--- config.mk ---
export PLATFORM = sky130hd
export DESIGN_NAME = png_stored_rgb_encoder_unit
export DESIGN_NICKNAME = d
export VERILOG_FILES = /design/src/hw/rtl/pngse_pkg.sv /design/src/hw/rtl/pngse_chk.sv /design/src/hw/rtl/png_stored_rgb_encoder_unit.sv
export VERILOG_INCLUDE_DIRS = /design/src /design/src/hw/rtl
export SDC_FILE = /design/constraint.sdc
export NUM_CORES = 1
export LEC_CHECK = 0
export ABC_AREA = 1
export BUFFER_PORTS_ARGS = -buffer_cell sky130_fd_sc_hd__buf_2
export CORE_ASPECT_RATIO = 0.5
export CORE_MARGIN = 2
export CORE_UTILIZATION = 40
export CTS_CLUSTER_DIAMETER = 60
export DETAILED_ROUTE_END_ITERATION = 7
export PLACE_DENSITY = 0.52
export SLEW_MARGIN = 20
export SYNTH_ARGS = -nofsm -noshare
export SYNTH_HDL_FRONTEND = slang
export SYNTH_SLANG_ARGS = --single-unit
--- constraint.sdc ---
create_clock -name clk -period 8.8 [get_ports clk]
set_input_delay 0.44 -clock clk [delete_from_list [all_inputs] [get_ports clk]]
set_output_delay 0.44 -clock clk [all_outputs]
set_load 0.01 [all_outputs]
--- src/hw/rtl/png_stored_rgb_encoder_unit_defines.svh ---
// Assertion helpers shared by the encoder RTL.
`ifndef PNG_STORED_RGB_ENCODER_UNIT_DEFINES_SVH
`define PNG_STORED_RGB_ENCODER_UNIT_DEFINES_SVH

// Same-cycle implication, checked outside reset.
`define PNGSE_ASSERT_IMPL(label, ante, cons) \
	label: assert property (@(posedge clk) disable iff (!arst_n) (ante) |-> (cons)) \
		else $error("encoder check failed");

// Next-cycle implication, checked outside reset.
`define PNGSE_ASSERT_NEXT(label, ante, cons) \
	label: assert property (@(posedge clk) disable iff (!arst_n) (ante) |=> (cons)) \
		else $error("encoder check failed");

`endif

--- src/hw/rtl/pngse_pkg.sv ---
package pngse_pkg;

	localparam int unsigned BLOCK_PAYLOAD_LIMIT = 60000;

	localparam logic [31:0] CRC_POLY  = 32'hEDB88320;
	localparam logic [16:0] ADLER_MOD = 17'd65521;

	// chunk kinds
	localparam logic [1:0] KIND_IHDR = 2'd0;
	localparam logic [1:0] KIND_DATA = 2'd1;
	localparam logic [1:0] KIND_TAIL = 2'd2;
	localparam logic [1:0] KIND_IEND = 2'd3;

	// register indexes
	localparam logic CFG_WIDTH  = 1'b0;
	localparam logic CFG_HEIGHT = 1'b1;

	// input commands
	localparam logic CMD_START = 1'b0;
	localparam logic CMD_PIXEL = 1'b1;

	typedef struct packed {
		logic crc_en;
		logic crc_init;
		logic adler_en;
		logic adler_init;
	} chk_op_t;

	function automatic logic [7:0] sig_byte(input logic [2:0] i);
		logic [7:0] b;
		case (i)
			3'd0: b = 8'h89;
			3'd1: b = 8'h50;
			3'd2: b = 8'h4E;
			3'd3: b = 8'h47;
			3'd4: b = 8'h0D;
			3'd5: b = 8'h0A;
			3'd6: b = 8'h1A;
			default: b = 8'h0A;
		endcase
		return b;
	endfunction

	function automatic logic [7:0] type_byte(input logic [1:0] kind, input logic [1:0] i);
		logic [31:0] t;
		case (kind)
			KIND_IHDR: t = 32'h49484452;
			KIND_IEND: t = 32'h49454E44;
			default:   t = 32'h49444154;
		endcase
		return t[8*(3-i) +: 8];
	endfunction

endpackage

--- src/hw/rtl/pngse_chk.sv ---
module pngse_chk
	import pngse_pkg::*;
(
	input  logic        clk,
	input  logic        arst_n,
	input  chk_op_t     op,
	input  logic [7:0]  data,
	output logic [31:0] crc,
	output logic [15:0] adler_lo,
	output logic [15:0] adler_hi
);

	logic [31:0] crc_q, crc_n;
	logic [15:0] lo_q, hi_q, lo_n, hi_n;
	logic [16:0] lo_sum, hi_sum;

	always_comb begin
		crc_n = (op.crc_init ? 32'hFFFFFFFF : crc_q) ^ {24'd0, data};
		for (int k = 0; k < 8; k++) begin
			crc_n = (crc_n >> 1) ^ (CRC_POLY & {32{crc_n[0]}});
		end
		lo_sum = {1'b0, lo_q} + {9'd0, data};
		lo_n   = (lo_sum >= ADLER_MOD) ? 16'(lo_sum - ADLER_MOD) : lo_sum[15:0];
		hi_sum = {1'b0, hi_q} + {1'b0, lo_n};
		hi_n   = (hi_sum >= ADLER_MOD) ? 16'(hi_sum - ADLER_MOD) : hi_sum[15:0];
	end

	always_ff @(posedge clk or negedge arst_n) begin
		if (!arst_n) begin
			crc_q <= 32'hFFFFFFFF;
			lo_q  <= 16'd1;
			hi_q  <= 16'd0;
		end else begin
			if (op.crc_en) begin
				crc_q <= crc_n;
			end
			if (op.adler_init) begin
				lo_q <= 16'd1;
				hi_q <= 16'd0;
			end else if (op.adler_en) begin
				lo_q <= lo_n;
				hi_q <= hi_n;
			end
		end
	end

	assign crc      = crc_q;
	assign adler_lo = lo_q;
	assign adler_hi = hi_q;

endmodule

--- src/hw/rtl/png_stored_rgb_encoder_unit.sv ---
// PNG encoder for 24-bit RGB, uncompressed (stored deflate blocks).
// Input stream: s_tuser is the command (0 start frame, 1 pixel), s_tdata the
// pixel. Output stream: one PNG byte per beat on m_tdata, m_tlast on the
// final byte caused by an input beat, m_tuser on the final byte of the file.
// Config channel: cfg_index 0 writes width, 1 writes height; both are
// latched by the start command. Write only while the block is idle.
// A start runs a restoring divide (rows per block), then emits the
// 8-byte signature and the 25-byte IHDR chunk.
// A pixel emits its 3 bytes and then returns to idle; the first pixel
// of a row adds the filter byte, and the first row of a block is sized
// (rows, payload, length) and adds 13 or 15 bytes of IDAT opening.
// Block and frame ends add the chunk trailers (up to 37 bytes).
// One byte leaves per cycle while the receiver accepts, through the shared
// CRC/Adler unit; s_tready is low while a beat's bytes are being produced.
// A stalled receiver holds the output register and the byte-emitting states.
// Reset empties the output, drops any frame and restores width 320 and
// height 240; pixels are ignored until a valid start.
module png_stored_rgb_encoder_unit
	import pngse_pkg::*;
#(
	parameter int unsigned PAYLOAD_MAX = BLOCK_PAYLOAD_LIMIT
) (
	input  logic        clk,
	input  logic        arst_n,
	input  logic        s_tvalid,
	output logic        s_tready,
	input  logic [23:0] s_tdata,   // pixel_rgb
	input  logic        s_tuser,   // command
	output logic        m_tvalid,
	input  logic        m_tready,
	output logic [7:0]  m_tdata,   // out_byte
	output logic        m_tlast,   // last_of_run
	output logic        m_tuser,   // end_of_file
	input  logic        cfg_valid,
	output logic        cfg_ready,
	input  logic        cfg_index,
	input  logic [15:0] cfg_data
);

	`include "png_stored_rgb_encoder_unit_defines.svh"

	localparam logic [15:0] LIMIT = 16'(PAYLOAD_MAX);

	localparam logic [3:0] ST_IDLE = 4'd0;
	localparam logic [3:0] ST_DIV  = 4'd1;
	localparam logic [3:0] ST_SIG  = 4'd2;
	localparam logic [3:0] ST_LEN  = 4'd3;
	localparam logic [3:0] ST_TYPE = 4'd4;
	localparam logic [3:0] ST_IHDR = 4'd5;
	localparam logic [3:0] ST_CRC  = 4'd6;
	localparam logic [3:0] ST_MUL  = 4'd7;
	localparam logic [3:0] ST_ZHDR = 4'd8;
	localparam logic [3:0] ST_BLK  = 4'd9;
	localparam logic [3:0] ST_FILT = 4'd10;
	localparam logic [3:0] ST_PIX  = 4'd11;
	localparam logic [3:0] ST_TAIL = 4'd12;

	logic [3:0]  state_q;
	logic [4:0]  idx_q;
	logic [1:0]  kind_q;
	logic [14:0] cfg_w_q, fw_q, col_q;
	logic [15:0] cfg_h_q, fh_q, row_q, rows_left_q, rpb_q, pay_q, len_q;
	logic [16:0] rem_q, row_len, trial;
	logic        first_q, active_q;
	logic [23:0] pix_q;
	logic        m_valid_q, m_last_q, m_eof_q;
	logic [7:0]  m_byte_q;

	logic        emit, adv, seg_last, row_end, size_ok, in_acc;
	logic [4:0]  seg_len;
	logic [7:0]  byte_val;
	logic [31:0] crc, crc_inv;
	logic [15:0] adler_lo, adler_hi, rows_rem, rows_min;
	logic [32:0] product;
	logic        last_val, eof_val;
	chk_op_t     op;

	assign s_tready  = (state_q == ST_IDLE);
	assign cfg_ready = 1'b1;
	assign in_acc    = s_tvalid && s_tready;

	assign row_len = 17'd1 + 17'd3 * {2'd0, cfg_w_q};
	assign size_ok = (cfg_w_q != 15'd0) && (cfg_h_q != 16'd0) && (row_len <= {1'b0, LIMIT});
	assign trial   = {rem_q[15:0], LIMIT[4'(5'd15 - idx_q)]};
	assign row_end = (col_q == fw_q - 15'd1);
	assign rows_rem = fh_q - row_q;
	assign rows_min = (rows_rem > rpb_q) ? rpb_q : rows_rem;
	assign product  = {17'd0, rows_left_q} * {16'd0, (17'd1 + 17'd3 * {2'd0, fw_q})};
	assign crc_inv  = ~crc;

	always_comb begin
		emit    = 1'b1;
		seg_len = 5'd1;
		unique case (state_q)
			ST_SIG:  seg_len = 5'd8;
			ST_LEN:  seg_len = 5'd4;
			ST_TYPE: seg_len = 5'd4;
			ST_IHDR: seg_len = 5'd13;
			ST_CRC:  seg_len = 5'd4;
			ST_ZHDR: seg_len = 5'd2;
			ST_BLK:  seg_len = 5'd5;
			ST_FILT: seg_len = 5'd1;
			ST_PIX:  seg_len = 5'd3;
			ST_TAIL: seg_len = 5'd9;
			default: emit = 1'b0;
		endcase
	end

	assign adv      = emit && (!m_valid_q || m_tready);
	assign seg_last = (idx_q == seg_len - 5'd1);

	always_comb begin
		byte_val = 8'h00;
		case (state_q)
			ST_SIG:  byte_val = sig_byte(idx_q[2:0]);
			ST_LEN:  byte_val = idx_q[1] ? (idx_q[0] ? len_q[7:0] : len_q[15:8]) : 8'h00;
			ST_TYPE: byte_val = type_byte(kind_q, idx_q[1:0]);
			ST_IHDR: begin
				case (idx_q)
					5'd2:    byte_val = {1'b0, fw_q[14:8]};
					5'd3:    byte_val = fw_q[7:0];
					5'd6:    byte_val = fh_q[15:8];
					5'd7:    byte_val = fh_q[7:0];
					5'd8:    byte_val = 8'h08;
					5'd9:    byte_val = 8'h02;
					default: byte_val = 8'h00;
				endcase
			end
			ST_CRC:  byte_val = crc_inv[8*(3-idx_q[1:0]) +: 8];
			ST_ZHDR: byte_val = idx_q[0] ? 8'h01 : 8'h78;
			ST_BLK: begin
				case (idx_q)
					5'd1:    byte_val = pay_q[7:0];
					5'd2:    byte_val = pay_q[15:8];
					5'd3:    byte_val = ~pay_q[7:0];
					5'd4:    byte_val = ~pay_q[15:8];
					default: byte_val = 8'h00;
				endcase
			end
			ST_PIX:  byte_val = pix_q[8*(2-idx_q[1:0]) +: 8];
			ST_TAIL: begin
				case (idx_q)
					5'd0:    byte_val = 8'h01;
					5'd3:    byte_val = 8'hFF;
					5'd4:    byte_val = 8'hFF;
					5'd5:    byte_val = adler_hi[15:8];
					5'd6:    byte_val = adler_hi[7:0];
					5'd7:    byte_val = adler_lo[15:8];
					5'd8:    byte_val = adler_lo[7:0];
					default: byte_val = 8'h00;
				endcase
			end
			default: byte_val = 8'h00;
		endcase
	end

	always_comb begin
		last_val = 1'b0;
		eof_val  = 1'b0;
		if (seg_last) begin
			if (state_q == ST_PIX) begin
				last_val = !(row_end && rows_left_q == 16'd1);
			end else if (state_q == ST_CRC) begin
				last_val = (kind_q == KIND_IHDR) || (kind_q == KIND_IEND)
					|| (kind_q == KIND_DATA && row_q < fh_q);
				eof_val  = (kind_q == KIND_IEND);
			end
		end
	end

	always_comb begin
		op.crc_en     = adv && (state_q == ST_TYPE || state_q == ST_IHDR || state_q == ST_ZHDR
			|| state_q == ST_BLK || state_q == ST_FILT || state_q == ST_PIX
			|| state_q == ST_TAIL);
		op.crc_init   = (state_q == ST_TYPE) && (idx_q == 5'd0);
		op.adler_en   = adv && (state_q == ST_FILT || state_q == ST_PIX);
		op.adler_init = in_acc && (s_tuser == CMD_START) && size_ok;
	end

	pngse_chk u_chk (
		.clk      (clk),
		.arst_n   (arst_n),
		.op       (op),
		.data     (byte_val),
		.crc      (crc),
		.adler_lo (adler_lo),
		.adler_hi (adler_hi)
	);

	always_ff @(posedge clk or negedge arst_n) begin
		if (!arst_n) begin
			cfg_w_q <= 15'd320;
			cfg_h_q <= 16'd240;
		end else if (cfg_valid) begin
			if (cfg_index == CFG_WIDTH) begin
				cfg_w_q <= cfg_data[14:0];
			end else begin
				cfg_h_q <= cfg_data;
			end
		end
	end

	// output register: hold while the receiver stalls
	always_ff @(posedge clk or negedge arst_n) begin
		if (!arst_n) begin
			m_valid_q <= 1'b0;
		end else if (adv) begin
			m_valid_q <= 1'b1;
		end else if (m_tready) begin
			m_valid_q <= 1'b0;
		end
	end

	always_ff @(posedge clk) begin
		if (adv) begin
			m_byte_q <= byte_val;
			m_last_q <= last_val;
			m_eof_q  <= eof_val;
		end
	end

	assign m_tvalid = m_valid_q;
	assign m_tdata  = m_byte_q;
	assign m_tlast  = m_last_q;
	assign m_tuser  = m_eof_q;

	always_ff @(posedge clk or negedge arst_n) begin
		if (!arst_n) begin
			state_q     <= ST_IDLE;
			idx_q       <= 5'd0;
			kind_q      <= KIND_IHDR;
			active_q    <= 1'b0;
			first_q     <= 1'b1;
			fw_q        <= 15'd0;
			fh_q        <= 16'd0;
			col_q       <= 15'd0;
			row_q       <= 16'd0;
			rows_left_q <= 16'd0;
			rpb_q       <= 16'd0;
			rem_q       <= 17'd0;
			pay_q       <= 16'd0;
			len_q       <= 16'd0;
			pix_q       <= 24'd0;
		end else begin
			unique case (state_q)
				ST_IDLE: begin
					idx_q <= 5'd0;
					if (in_acc) begin
						if (s_tuser == CMD_START) begin
							active_q <= 1'b0;
							if (size_ok) begin
								active_q    <= 1'b1;
								fw_q        <= cfg_w_q;
								fh_q        <= cfg_h_q;
								col_q       <= 15'd0;
								row_q       <= 16'd0;
								rows_left_q <= 16'd0;
								first_q     <= 1'b1;
								rem_q       <= 17'd0;
								rpb_q       <= 16'd0;
								state_q     <= ST_DIV;
							end
						end else if (active_q) begin
							pix_q <= s_tdata;
							if (col_q != 15'd0) begin
								state_q <= ST_PIX;
							end else if (rows_left_q != 16'd0) begin
								state_q <= ST_FILT;
							end else begin
								state_q <= ST_MUL;
							end
						end
					end
				end
				ST_DIV: begin
					// one quotient bit per cycle
					if (trial >= {2'd0, fw_q} * 17'd3 + 17'd1) begin
						rem_q <= trial - ({2'd0, fw_q} * 17'd3 + 17'd1);
						rpb_q <= {rpb_q[14:0], 1'b1};
					end else begin
						rem_q <= trial;
						rpb_q <= {rpb_q[14:0], 1'b0};
					end
					idx_q <= idx_q + 5'd1;
					if (idx_q == 5'd15) begin
						idx_q   <= 5'd0;
						state_q <= ST_SIG;
					end
				end
				ST_MUL: begin
					idx_q <= idx_q + 5'd1;
					if (idx_q == 5'd0) begin
						rows_left_q <= rows_min;
					end else if (idx_q == 5'd1) begin
						pay_q <= product[15:0];
					end else begin
						len_q   <= pay_q + (first_q ? 16'd7 : 16'd5);
						kind_q  <= KIND_DATA;
						idx_q   <= 5'd0;
						state_q <= ST_LEN;
					end
				end
				default: begin
					if (adv) begin
						idx_q <= idx_q + 5'd1;
						if (seg_last) begin
							idx_q <= 5'd0;
							case (state_q)
								ST_SIG: begin
									len_q   <= 16'd13;
									kind_q  <= KIND_IHDR;
									state_q <= ST_LEN;
								end
								ST_LEN:  state_q <= ST_TYPE;
								ST_TYPE: begin
									case (kind_q)
										KIND_IHDR: state_q <= ST_IHDR;
										KIND_DATA: state_q <= first_q ? ST_ZHDR : ST_BLK;
										KIND_TAIL: state_q <= ST_TAIL;
										default:   state_q <= ST_CRC;
									endcase
								end
								ST_IHDR: state_q <= ST_CRC;
								ST_ZHDR: state_q <= ST_BLK;
								ST_BLK: begin
									first_q <= 1'b0;
									state_q <= ST_FILT;
								end
								ST_FILT: state_q <= ST_PIX;
								ST_PIX: begin
									state_q <= ST_IDLE;
									col_q   <= col_q + 15'd1;
									if (row_end) begin
										col_q       <= 15'd0;
										row_q       <= row_q + 16'd1;
										rows_left_q <= rows_left_q - 16'd1;
										if (rows_left_q == 16'd1) begin
											state_q <= ST_CRC;
										end
									end
								end
								ST_TAIL: state_q <= ST_CRC;
								default: begin
									// chunk trailer done: pick what follows
									state_q <= ST_IDLE;
									if (kind_q == KIND_DATA && row_q >= fh_q) begin
										len_q   <= 16'd9;
										kind_q  <= KIND_TAIL;
										state_q <= ST_LEN;
									end else if (kind_q == KIND_TAIL) begin
										len_q   <= 16'd0;
										kind_q  <= KIND_IEND;
										state_q <= ST_LEN;
									end else if (kind_q == KIND_IEND) begin
										active_q <= 1'b0;
									end
								end
							endcase
						end
					end
				end
			endcase
		end
	end

	`PNGSE_ASSERT_IMPL(a_eof_is_last, m_tvalid && m_tuser, m_tlast)
	`PNGSE_ASSERT_IMPL(a_busy_not_ready, state_q != ST_IDLE, !s_tready)
	`PNGSE_ASSERT_IMPL(a_rows_left_bound, active_q, rows_left_q <= rpb_q)
	`PNGSE_ASSERT_NEXT(a_start_runs_div, in_acc && s_tuser == CMD_START && size_ok,
		state_q == ST_DIV && active_q)

endmodule

Word-level counts from Yosys, hierarchy flattened
Memory sizes are Yosys's and may differ from the RTL's.
Index checks and enable logic that the tools add are counted.

word-level totals
  register bits after elaboration = 285
  bits in read-only memories = 16
  input port bits = 47
  output and inout bits = 13
  word-level logic and storage cells = 308
  memories kept = 1

operators by class
  $add $sub $neg = 18
  multipliers = 3
  order comparisons = 8
  equal/unequal tests = 46
  shifts and indexed selects = 3
  multiplexer cells = 113
  bitwise gates (word level) = 20
  reduce and logical (&&, ||, !) cells = 72

memory list
  name              depth  bits a word  rd ports  clocked after Yosys merged registers in  wr ports  RTL line                           text
  (name not given)  16     1            1         0                                        0         png_stored_rgb_encoder_unit.sv:84  assign trial = {rem_q[15:0], LIMIT[4'(5'd15 - idx_q)]};

operators with widths
  operator                                                                  number
  16-bit two-way mux                                                        29
  31-bit by 32-bit bitwise XOR with 32-bit output                           8
  16-bit one-hot mux with 2 select lines                                    5
  8-bit one-hot mux with 6 select lines                                     3
  15-bit two-way mux                                                        7
  8-bit one-hot mux with 9 select lines                                     1
  32-bit by 33-bit indexed part select with 8-bit output                    2
  32-bit two-way mux                                                        2
  16-bit one-hot mux with 3 select lines                                    1
  4-bit two-way mux                                                         11
  20-bit one-hot mux with 2 select lines                                    1
  17-bit by 16-bit >= comparator with 1-bit output (second input constant)  2
  24-bit by 33-bit indexed part select with 8-bit output                    1
  32-bit inverter                                                           1
  4-bit one-hot mux with 8 select lines                                     1
  8-bit one-hot mux with 4 select lines                                     1
  16-bit nonzero test                                                       2
  16-bit subtractor                                                         2
  16-bit subtractor (second input constant)                                 2
  32-bit by 8-bit bitwise XOR with 32-bit output                            1
  15-bit one-hot mux with 2 select lines                                    1
  15-bit nonzero test                                                       2
  4-bit one-hot mux with 7 select lines                                     1
  5-bit two-way mux                                                         5
  74 further kinds                                                          191

Depth between registers and ports, before layout
Gate-level depths: netlist (run 1).

  depth after elaboration = 14
  depth in mapped cells = 55
  gate-level depth less buffers = 51

Hierarchy
A second synthesis (run 1) with hierarchy kept.

unflattened totals
  cells, all modules = 3886
  area, all modules = 27376.3 um^2

by module, submodules not included
  module                       instances  cells an instance  area each (um^2)  sequential area each (um^2)
  png_stored_rgb_encoder_unit  1          2961               21150.3           5589.1
  pngse_chk                    1          925                6226.0            1642.8

Worst setup path before layout (run 1)
OpenSTA, ideal clock, no wires.

  path type = reg-to-reg
  start point = register idx_q[0]
  end point = register u_chk.hi_q[15], in the netlist u_chk.adler_hi[15]
  setup time = 0.118 ns
  arrival time = 6.474 ns
  required time = 8.682 ns
  slack = 2.208 ns
  stages on the path, launching flop included = 52
  buffers on the path = 5
  clock period less this slack = 6.592 ns
  cells stage by stage = dfrtp_1 > buf_2 > inv_2 > buf_2 > buf_2 > ha_1 > inv_1 > nor2_1 > nand2_1 > buf_6 > o22ai_1 > o21ai_0 > nand2_1 > nor2_1 > nand2_2 > ha_1 > fa_1 > nand2_1 > [... 16 more ...] > inv_1 > fa_1 > inv_1 > nand3_1 > nand2_1 > nand3_1 > nand3_1 > nand3_1 > nand2_1 > xor2_1 > nand2_1 > nor2_1 > nand3_1 > nand4_1 > buf_2 > nand3_1 > nand3_1 > nand2_1

on the way
  word-level cells in the longest chain between the ends = 12
  elaborated cells between the ends (all ways) = 40
  classes of those cells = 6 x add/sub; 2 x order compare; 14 x eq/ne; 3 x shift; 12 x mux; 3 x reduce/logical

ends and longest elaborated chain
  element                                                                                RTL line                            text
  start, declared                                                                        png_stored_rgb_encoder_unit.sv:59   logic [4:0] idx_q;
  start signal, assigned                                                                 png_stored_rgb_encoder_unit.sv:284  idx_q <= idx_q + 5'd1;
  start signal, assigned                                                                 png_stored_rgb_encoder_unit.sv:291  idx_q <= idx_q + 5'd1;
  start signal, assigned                                                                 png_stored_rgb_encoder_unit.sv:305  idx_q <= idx_q + 5'd1;
  branches (longest 3 deep; another with 2-bit by 2-bit subtractor with 3-bit output)    -
  8-bit one-hot mux with 9 select lines (*)                                              png_stored_rgb_encoder_unit.sv:114  case (state_q)
  named net byte_val[0]                                                                  png_stored_rgb_encoder_unit.sv:71   logic [7:0] byte_val;
  16-bit by 8-bit adder with 17-bit output (*)                                           pngse_chk.sv:22                     lo_sum = {1'b0, lo_q} + {9'd0, data};
  16-bit subtractor or 17-bit by 16-bit >= comparator with 1-bit output (tied branches)  pngse_chk.sv:23                     lo_n = (lo_sum >= ADLER_MOD) ? 16'(lo_sum - ADLER_MOD) : lo_sum[15:0];
  16-bit two-way mux (*)                                                                 pngse_chk.sv:23
  16-bit by 16-bit adder with 17-bit output (*)                                          pngse_chk.sv:24                     hi_sum = {1'b0, hi_q} + {1'b0, lo_n};
  16-bit subtractor or 17-bit by 16-bit >= comparator with 1-bit output (tied branches)  pngse_chk.sv:25                     hi_n = (hi_sum >= ADLER_MOD) ? 16'(hi_sum - ADLER_MOD) : hi_sum[15:0];
  16-bit two-way mux (*)                                                                 pngse_chk.sv:25
  16-bit two-way mux (*)                                                                 pngse_chk.sv:40                     end else if (op.adler_en) begin
  16-bit two-way mux (*)                                                                 pngse_chk.sv:37                     if (op.adler_init) begin
  end signal, assigned                                                                   pngse_chk.sv:42                     hi_q <= hi_n;
  end, declared                                                                          pngse_chk.sv:14                     logic [15:0] lo_q, hi_q, lo_n, hi_n;

Mark *: on every way through the listed nets, which the timed path passes. The select of a mux whose other input is x is not followed.
A chain may end at the register's enable or synchronous reset.

Final worst setup path (run 1)
  start point = register idx_q[1]
  end point = register u_chk.hi_q[0], in the netlist u_chk.adler_hi[0]

Same word-level chain as after synthesis.

==> results of run 1 <==
## sequential cells by signal, summed over array words and instances (netlist names), 16 cells and up
name / count
u_chk.crc: 32
pix_q: 24
cfg_h_q: 16
fh_q: 16
len_q: 16
pay_q: 16
rem_q: 16
row_q: 16
rows_left_q: 16
rpb_q: 16
u_chk.adler_hi: 16
u_chk.adler_lo: 16
## timing repair
| action | CTS | global route |
|---|---|---|
| endpoints found under the hold margin | 38 | 0 |
| resized for setup | 0 | 2 |
| setup endpoints to repair | 0 | 14 |
| hold buffers | 1 | 0 |
| buffers inserted | 0 | 0 |
## cells in the final DEF (no fill, tap or decap), drive strengths merged, types with 27 or more instances in the layout
cell type / instances
nand2: 1101
inv: 563
nor2: 364
o21ai: 289
nand3: 272
dfrtp: 235
ha: 207
a21oi: 143
xor2: 125
nand4: 99
buf: 96
fa: 87
xnor2: 50
clkbuf: 48
nor3: 41
dfstp: 40
or2: 29
o22ai: 27
## how the worst max path moves through the flow
stage | start | to | slack, ns
after detailed placement | idx_q[1] | u_chk.adler_hi[1] | 0.84
after global placement | idx_q[1] | u_chk.adler_hi[15] | 1.00
after floorplan | idx_q[0] | u_chk.adler_hi[15] | 2.21
final | idx_q[1] | u_chk.adler_hi[0] | 0.86
after CTS | idx_q[1] | u_chk.adler_hi[0] | 0.79
after global routing | idx_q[1] | u_chk.adler_hi[1] | 0.14
## area by class of cell
type                    instances  area share, %
flip-flops and latches        285           24.1
diodes                          1        0.00833
well taps                     897           3.74
clock buffers                  48           3.42
multi-input cells            3003           58.9
inverters                     568           7.12
clock inverters                18          0.737
repair buffers                 97           1.98
## cell usage after synthesis, drive strengths merged, types with 24 or more instances
cell    count
o211ai     26
fa         87
a21oi     143
or2        29
buf        48
nand2    1101
xnor2      50
dfrtp     235
nor3       41
o22ai      27
nand4      99
inv       559
xor2      125
nand3     272
o21ai     289
dfstp      40
ha        207
clkbuf     63
nor2      364
mux2       24
## kinds of logic after synthesis
group | Yosys count
mux | 26
other cells | 1
simple gates | 1947
flops | 285
compound gates | 560
buf+inv | 679
fa+ha+maj | 294
xor+xnor | 175
## per-stage QoR
| stage | area (sq um) | hold WS, ns | instances | util (%) |
|---|---|---|---|---|
| final | 30000 | 0.0672 | 4917 | 44.5 |
| after global routing | 30000 | 0.0707 | 4916 | 44.4 |
| after CTS | 30000 | 0.0411 | 4916 | 44.4 |
| after detailed placement | 28800 | 0.473 | 4849 | 42.6 |
| after global placement | 28700 | 0.469 | 4849 | 42.5 |
| after floorplan | 27600 | 0.144 | 3967 | - |
## critical path, delay by kind of cell, from the launching register on
family	cells	cell delay [ns]
AND/OR/NAND/NOR	31	4.00
adder cells (fa/ha/maj)	5	1.51
flip-flops	1	0.51
buffers and inverters	9	1.09
AO/OA/AOI/OAI	3	0.34
XOR/XNOR	1	0.35
## routing by layer
metal / part of all wire (%) / wire length, um / track usage [%]
met1: 51 / 49400 / 42.7
met2: 41 / 39400 / 39.7
met3: 6.3 / 6020 / 3.54
met4: 1.4 / 1380 / 4.63
met5: 0 / 0 / 0
==> metrics.txt, run 1 <==
Area Overhead vs Synth 8.97%; CP max FO 16; Place WS 0.840 ns; EDFF count, synth 10; largest family of logic cells by synthesized area simple AND/OR/NAND/NOR gates; crit end category flip-flop; Fillers 7,117; fraction of layout cells with a size suffix above 1 8.16%; XOR/XNOR Fraction of Synth Area 5.64%; vias in the first global route 24,900; DR WL/cell 19.6 um; synth warn 0; Required @ worst endpoint 9.25 ns; Syn Nets 4,308; drt first pass iters 5; setup TNS 0 ns; TritonCTS clock tree yes; Vias/cell 5.35; sequential share of the synthesized area 26.2%; dominant synthesized flop cell dfrtp_1; crit-path max cell delay 0.51 ns; final WL 96,200 um; #FFs+latches synth 285; # setup viols final 0; top cells by area, synth dfrtp_1, nand2_1, ha_1, inv_1, fa_1; max-cap viol count 0; Max Transition Viols Final 0; first-pass GRT wire length 151,000 um; Netlist cell types 71; slowest library cell on the worst path dfrtp_1; mux cell area share after synthesis 1.05%; Antenna Nets Post-Route 0; Final Hold Vio Count 0; Final nets 4,332; Starting Density 40.8%; total gr overflow 0; clock slew at reported path FFs 0.06 ns; Async S/R FF share, synth 96.5%; Final period util 90.2%; complex-gate fraction of the synthesized area 11.4%; CORE AREA 67,600 sq um; Fmax 126 MHz; multi-input logic area 17,700 sq um; clock buffer count from CTS 36; Setup Skew 0.0304 ns; status finished, final reports clean; clock sinks 285; die area 71,100 sq um; Top Ports 60; worst r2r src idx_q[1]; Worst-Margin Slew 1.16 ns; flop2flop setup slack 0.86 ns; Root Driver clkbuf_16; crit path DAT 8.39 ns; die height 190 um; vias 26,300; RSZ-0062 raised after global routing false; initial antenna violation count 0; Die Wd 375 um; Seq. cell area 7230 sq um; placer congestion estimate 0.969; PortBufs 58; CP most frequent cell nand2_1; Rel. slew slack 22.0%; Worst R2R End u_chk.adler_hi[0]; leading area contributor after synthesis dfrtp_1; detailed-route DRC error count 0; Avg Inst Size Synth 6.95 sq um; Rows 67; maximum root-to-sink buffer count 3; hold_sp m_tready; setup ws final 0.859 ns; sum of net half-perimeters after detailed placement 76,000 um; HP Class input pin to flip-flop; worst reg2reg path depth 49; Max H-tree Level 2; Mapped Cells 3,967; WHS Endpoint m_tvalid; Mapped Area 27,600 sq um; worst skew pair latency 0.57 ns; Worst setup SP type flip-flop; post-synth top area share 21.3%; largest net degree at the start of global routing 104; simple-gate portion of the synthesized area 30.2%; worst hold path depth 2; Starting DRT DRC Count 2,527; Min Clock Period, post-route 7.94 ns; Synth Area in Adders 15.7%; Crit Path Category flip-flop to flip-flop; GRT Resource Usage Total 27.2%
Power of run 1 is not shown: default switching activity piles up to over one toggle a cycle in this logic, so the estimate is an artifact.
==> inputs of run 2 (changes only) <==
- CORE_UTILIZATION: 40 -> 50
- PLACE_DENSITY: 0.52 -> 0.63
==> run 2 against run 1 <==
  * Sequential share of layout area grew 0.26 points
  * Clock skew decreased by 0.0062 ns
  * Global-route usage increased by 5.1 points
  * Count of clock-buffer cells in the layout decreased by 10
  * Final cell count decreased by 3.3%
  * Non-clock buffer count shrank 1
  * Register-to-register slack got worse by 0.15 ns
  * Critical path depth shrank 3
==> metrics.txt, run 2 (synthesized netlist as in run 1, its figures left out) <==
status finished, final reports clean; CORE AREA 54,100 sq um (-20%); initial antenna violation count 0 (unchanged); DR WL/cell 19.2 um (-1.9%); Required @ worst endpoint 9.32 ns (+0.07 ns); worst skew pair latency 0.64 ns (+0.07 ns); commonest non-fill, non-tap cell in the layout nand2_1; max-cap viol count 0 (unchanged); clock slew at reported path FFs 0.07 ns (about the same); crit end category flip-flop; PortBufs 58 (unchanged); # setup viols final 0 (unchanged); vias in the first global route 25,100 (+0.98%); Worst-Margin Slew 1.06 ns (-0.100 ns); Max Transition Viols Final 0 (unchanged); Final nets 4,326 (-0.14%); setup TNS 0 ns (unchanged); Rows 60 (-10%); crit-path max cell delay 0.55 ns (+0.04 ns); clock sinks 285 (unchanged); drt first pass iters 6 (+1); RSZ-0062 raised after global routing false; sum of net half-perimeters after detailed placement 71,100 um (-6.5%); Root Driver clkbuf_16; Top Ports 60 (unchanged); CP most frequent cell nand2_1; crit path DAT 8.61 ns (+0.22 ns); Die Wd 336 um (-10%); Rel. slew slack 29.0% (+7.0 points); total gr overflow 0 (unchanged); die height 170 um (-10%); Final Hold Vio Count 0 (unchanged); Starting DRT DRC Count 2,467 (-2.4%); Worst setup SP type flip-flop; TritonCTS clock tree yes; Antenna Nets Post-Route 0 (unchanged); slowest library cell on the worst path nand2_1; Area Overhead vs Synth 7.84%; HP Class input pin to flip-flop; Max H-tree Level 1 (-1); CP max FO 30 (+14); die area 57,100 sq um (-20%); first-pass GRT wire length 145,000 um (-4.2%); Crit Path Category flip-flop to flip-flop; GRT Resource Usage Total 32.3% (+5.1 points); Fmax 124 MHz (-1.9%); final WL 91,200 um (-5.2%); number of flip-flops in the largest register 32 (unchanged); n_diodes 0 (-1); Min Clock Period, post-route 8.09 ns (+0.150 ns); vias 26,500 (+0.86%); maximum root-to-sink buffer count 3 (unchanged); Final period util 91.9% (+1.7 points); fraction of layout cells with a size suffix above 1 7.88% (-0.28 points); detailed-route DRC error count 0 (unchanged); Setup Skew 0.0241 ns (-0.00624 ns); largest net degree at the start of global routing 84 (-19%); Buffers & Inverters on Critical Path 8 (-1); Starting Density 50.9% (+10 points); clock buffer count from CTS 31 (-14%); cell class contributing the biggest share of worst-path delay simple AND/OR/NAND/NOR gates; Vias/cell 5.58 (+4.3%); placer congestion estimate 0.974 (+0.54%); most frequent cells in the layout nand2_1, inv_1, nor2_1
## run 2: per-stage QoR
step	cell area (sq um)	worst slack (ns)	hold WS (ns)	util, %	std cells
3_3_place_gp	28500	0.845	0.464	52.7	4690
4_1_cts	29700	0.565	0.0000913	54.8	4751
5_1_grt	29700	0.0281	0.0116	54.9	4753
6_report	29700	0.709	0.0339	54.9	4753
3_5_place_dp	28500	0.630	0.466	52.7	4690
2_1_floorplan	27600	2.21	0.144	-	3967
## run 2: cell type report
class / count / area (sq um)
Clock buffer: 38 / 822
Clock inverter: 19 / 285
Fill cell: 5343 / 24400
Inverter: 568 / 2140
Multi-Input combinational cell: 3003 / 17700
Sequential cell: 285 / 7230
Tap cell: 744 / 931
Timing Repair Buffer: 96 / 599
## run 2: worst paths after layout
path,from,end,slack (ns),depth (start not counted)
setup / recovery,idx_q[1],u_chk.adler_hi[0],0.71,46
hold / removal,s_tdata[10],pix_q[10],0.03,2
setup reg to reg,idx_q[1],u_chk.adler_hi[0],0.71,46
hold reg to reg,len_q[1],len_q[1],0.48,2
max in group asynchronous,arst_n,idx_q[1],6.91,3
min in group asynchronous,arst_n,col_q[5],0.39,2
## run 2: metal layers
layer,global-route usage (%),vias up,routed length (um)
met1,50.0,12600,45100
met4,5.40,0,1430
met3,5.12,103,7430
met5,0,-,0
met2,47.5,931,37200
li1,-,12900,-
## run 2: what timing repair did
action,CTS,global route
resized for setup,0,7
endpoints found under the setup margin,0,15
endpoints found under the hold margin,72,0
buffers inserted,0,2
hold buffers,4,0
Power of run 2 is left out for the same reason.
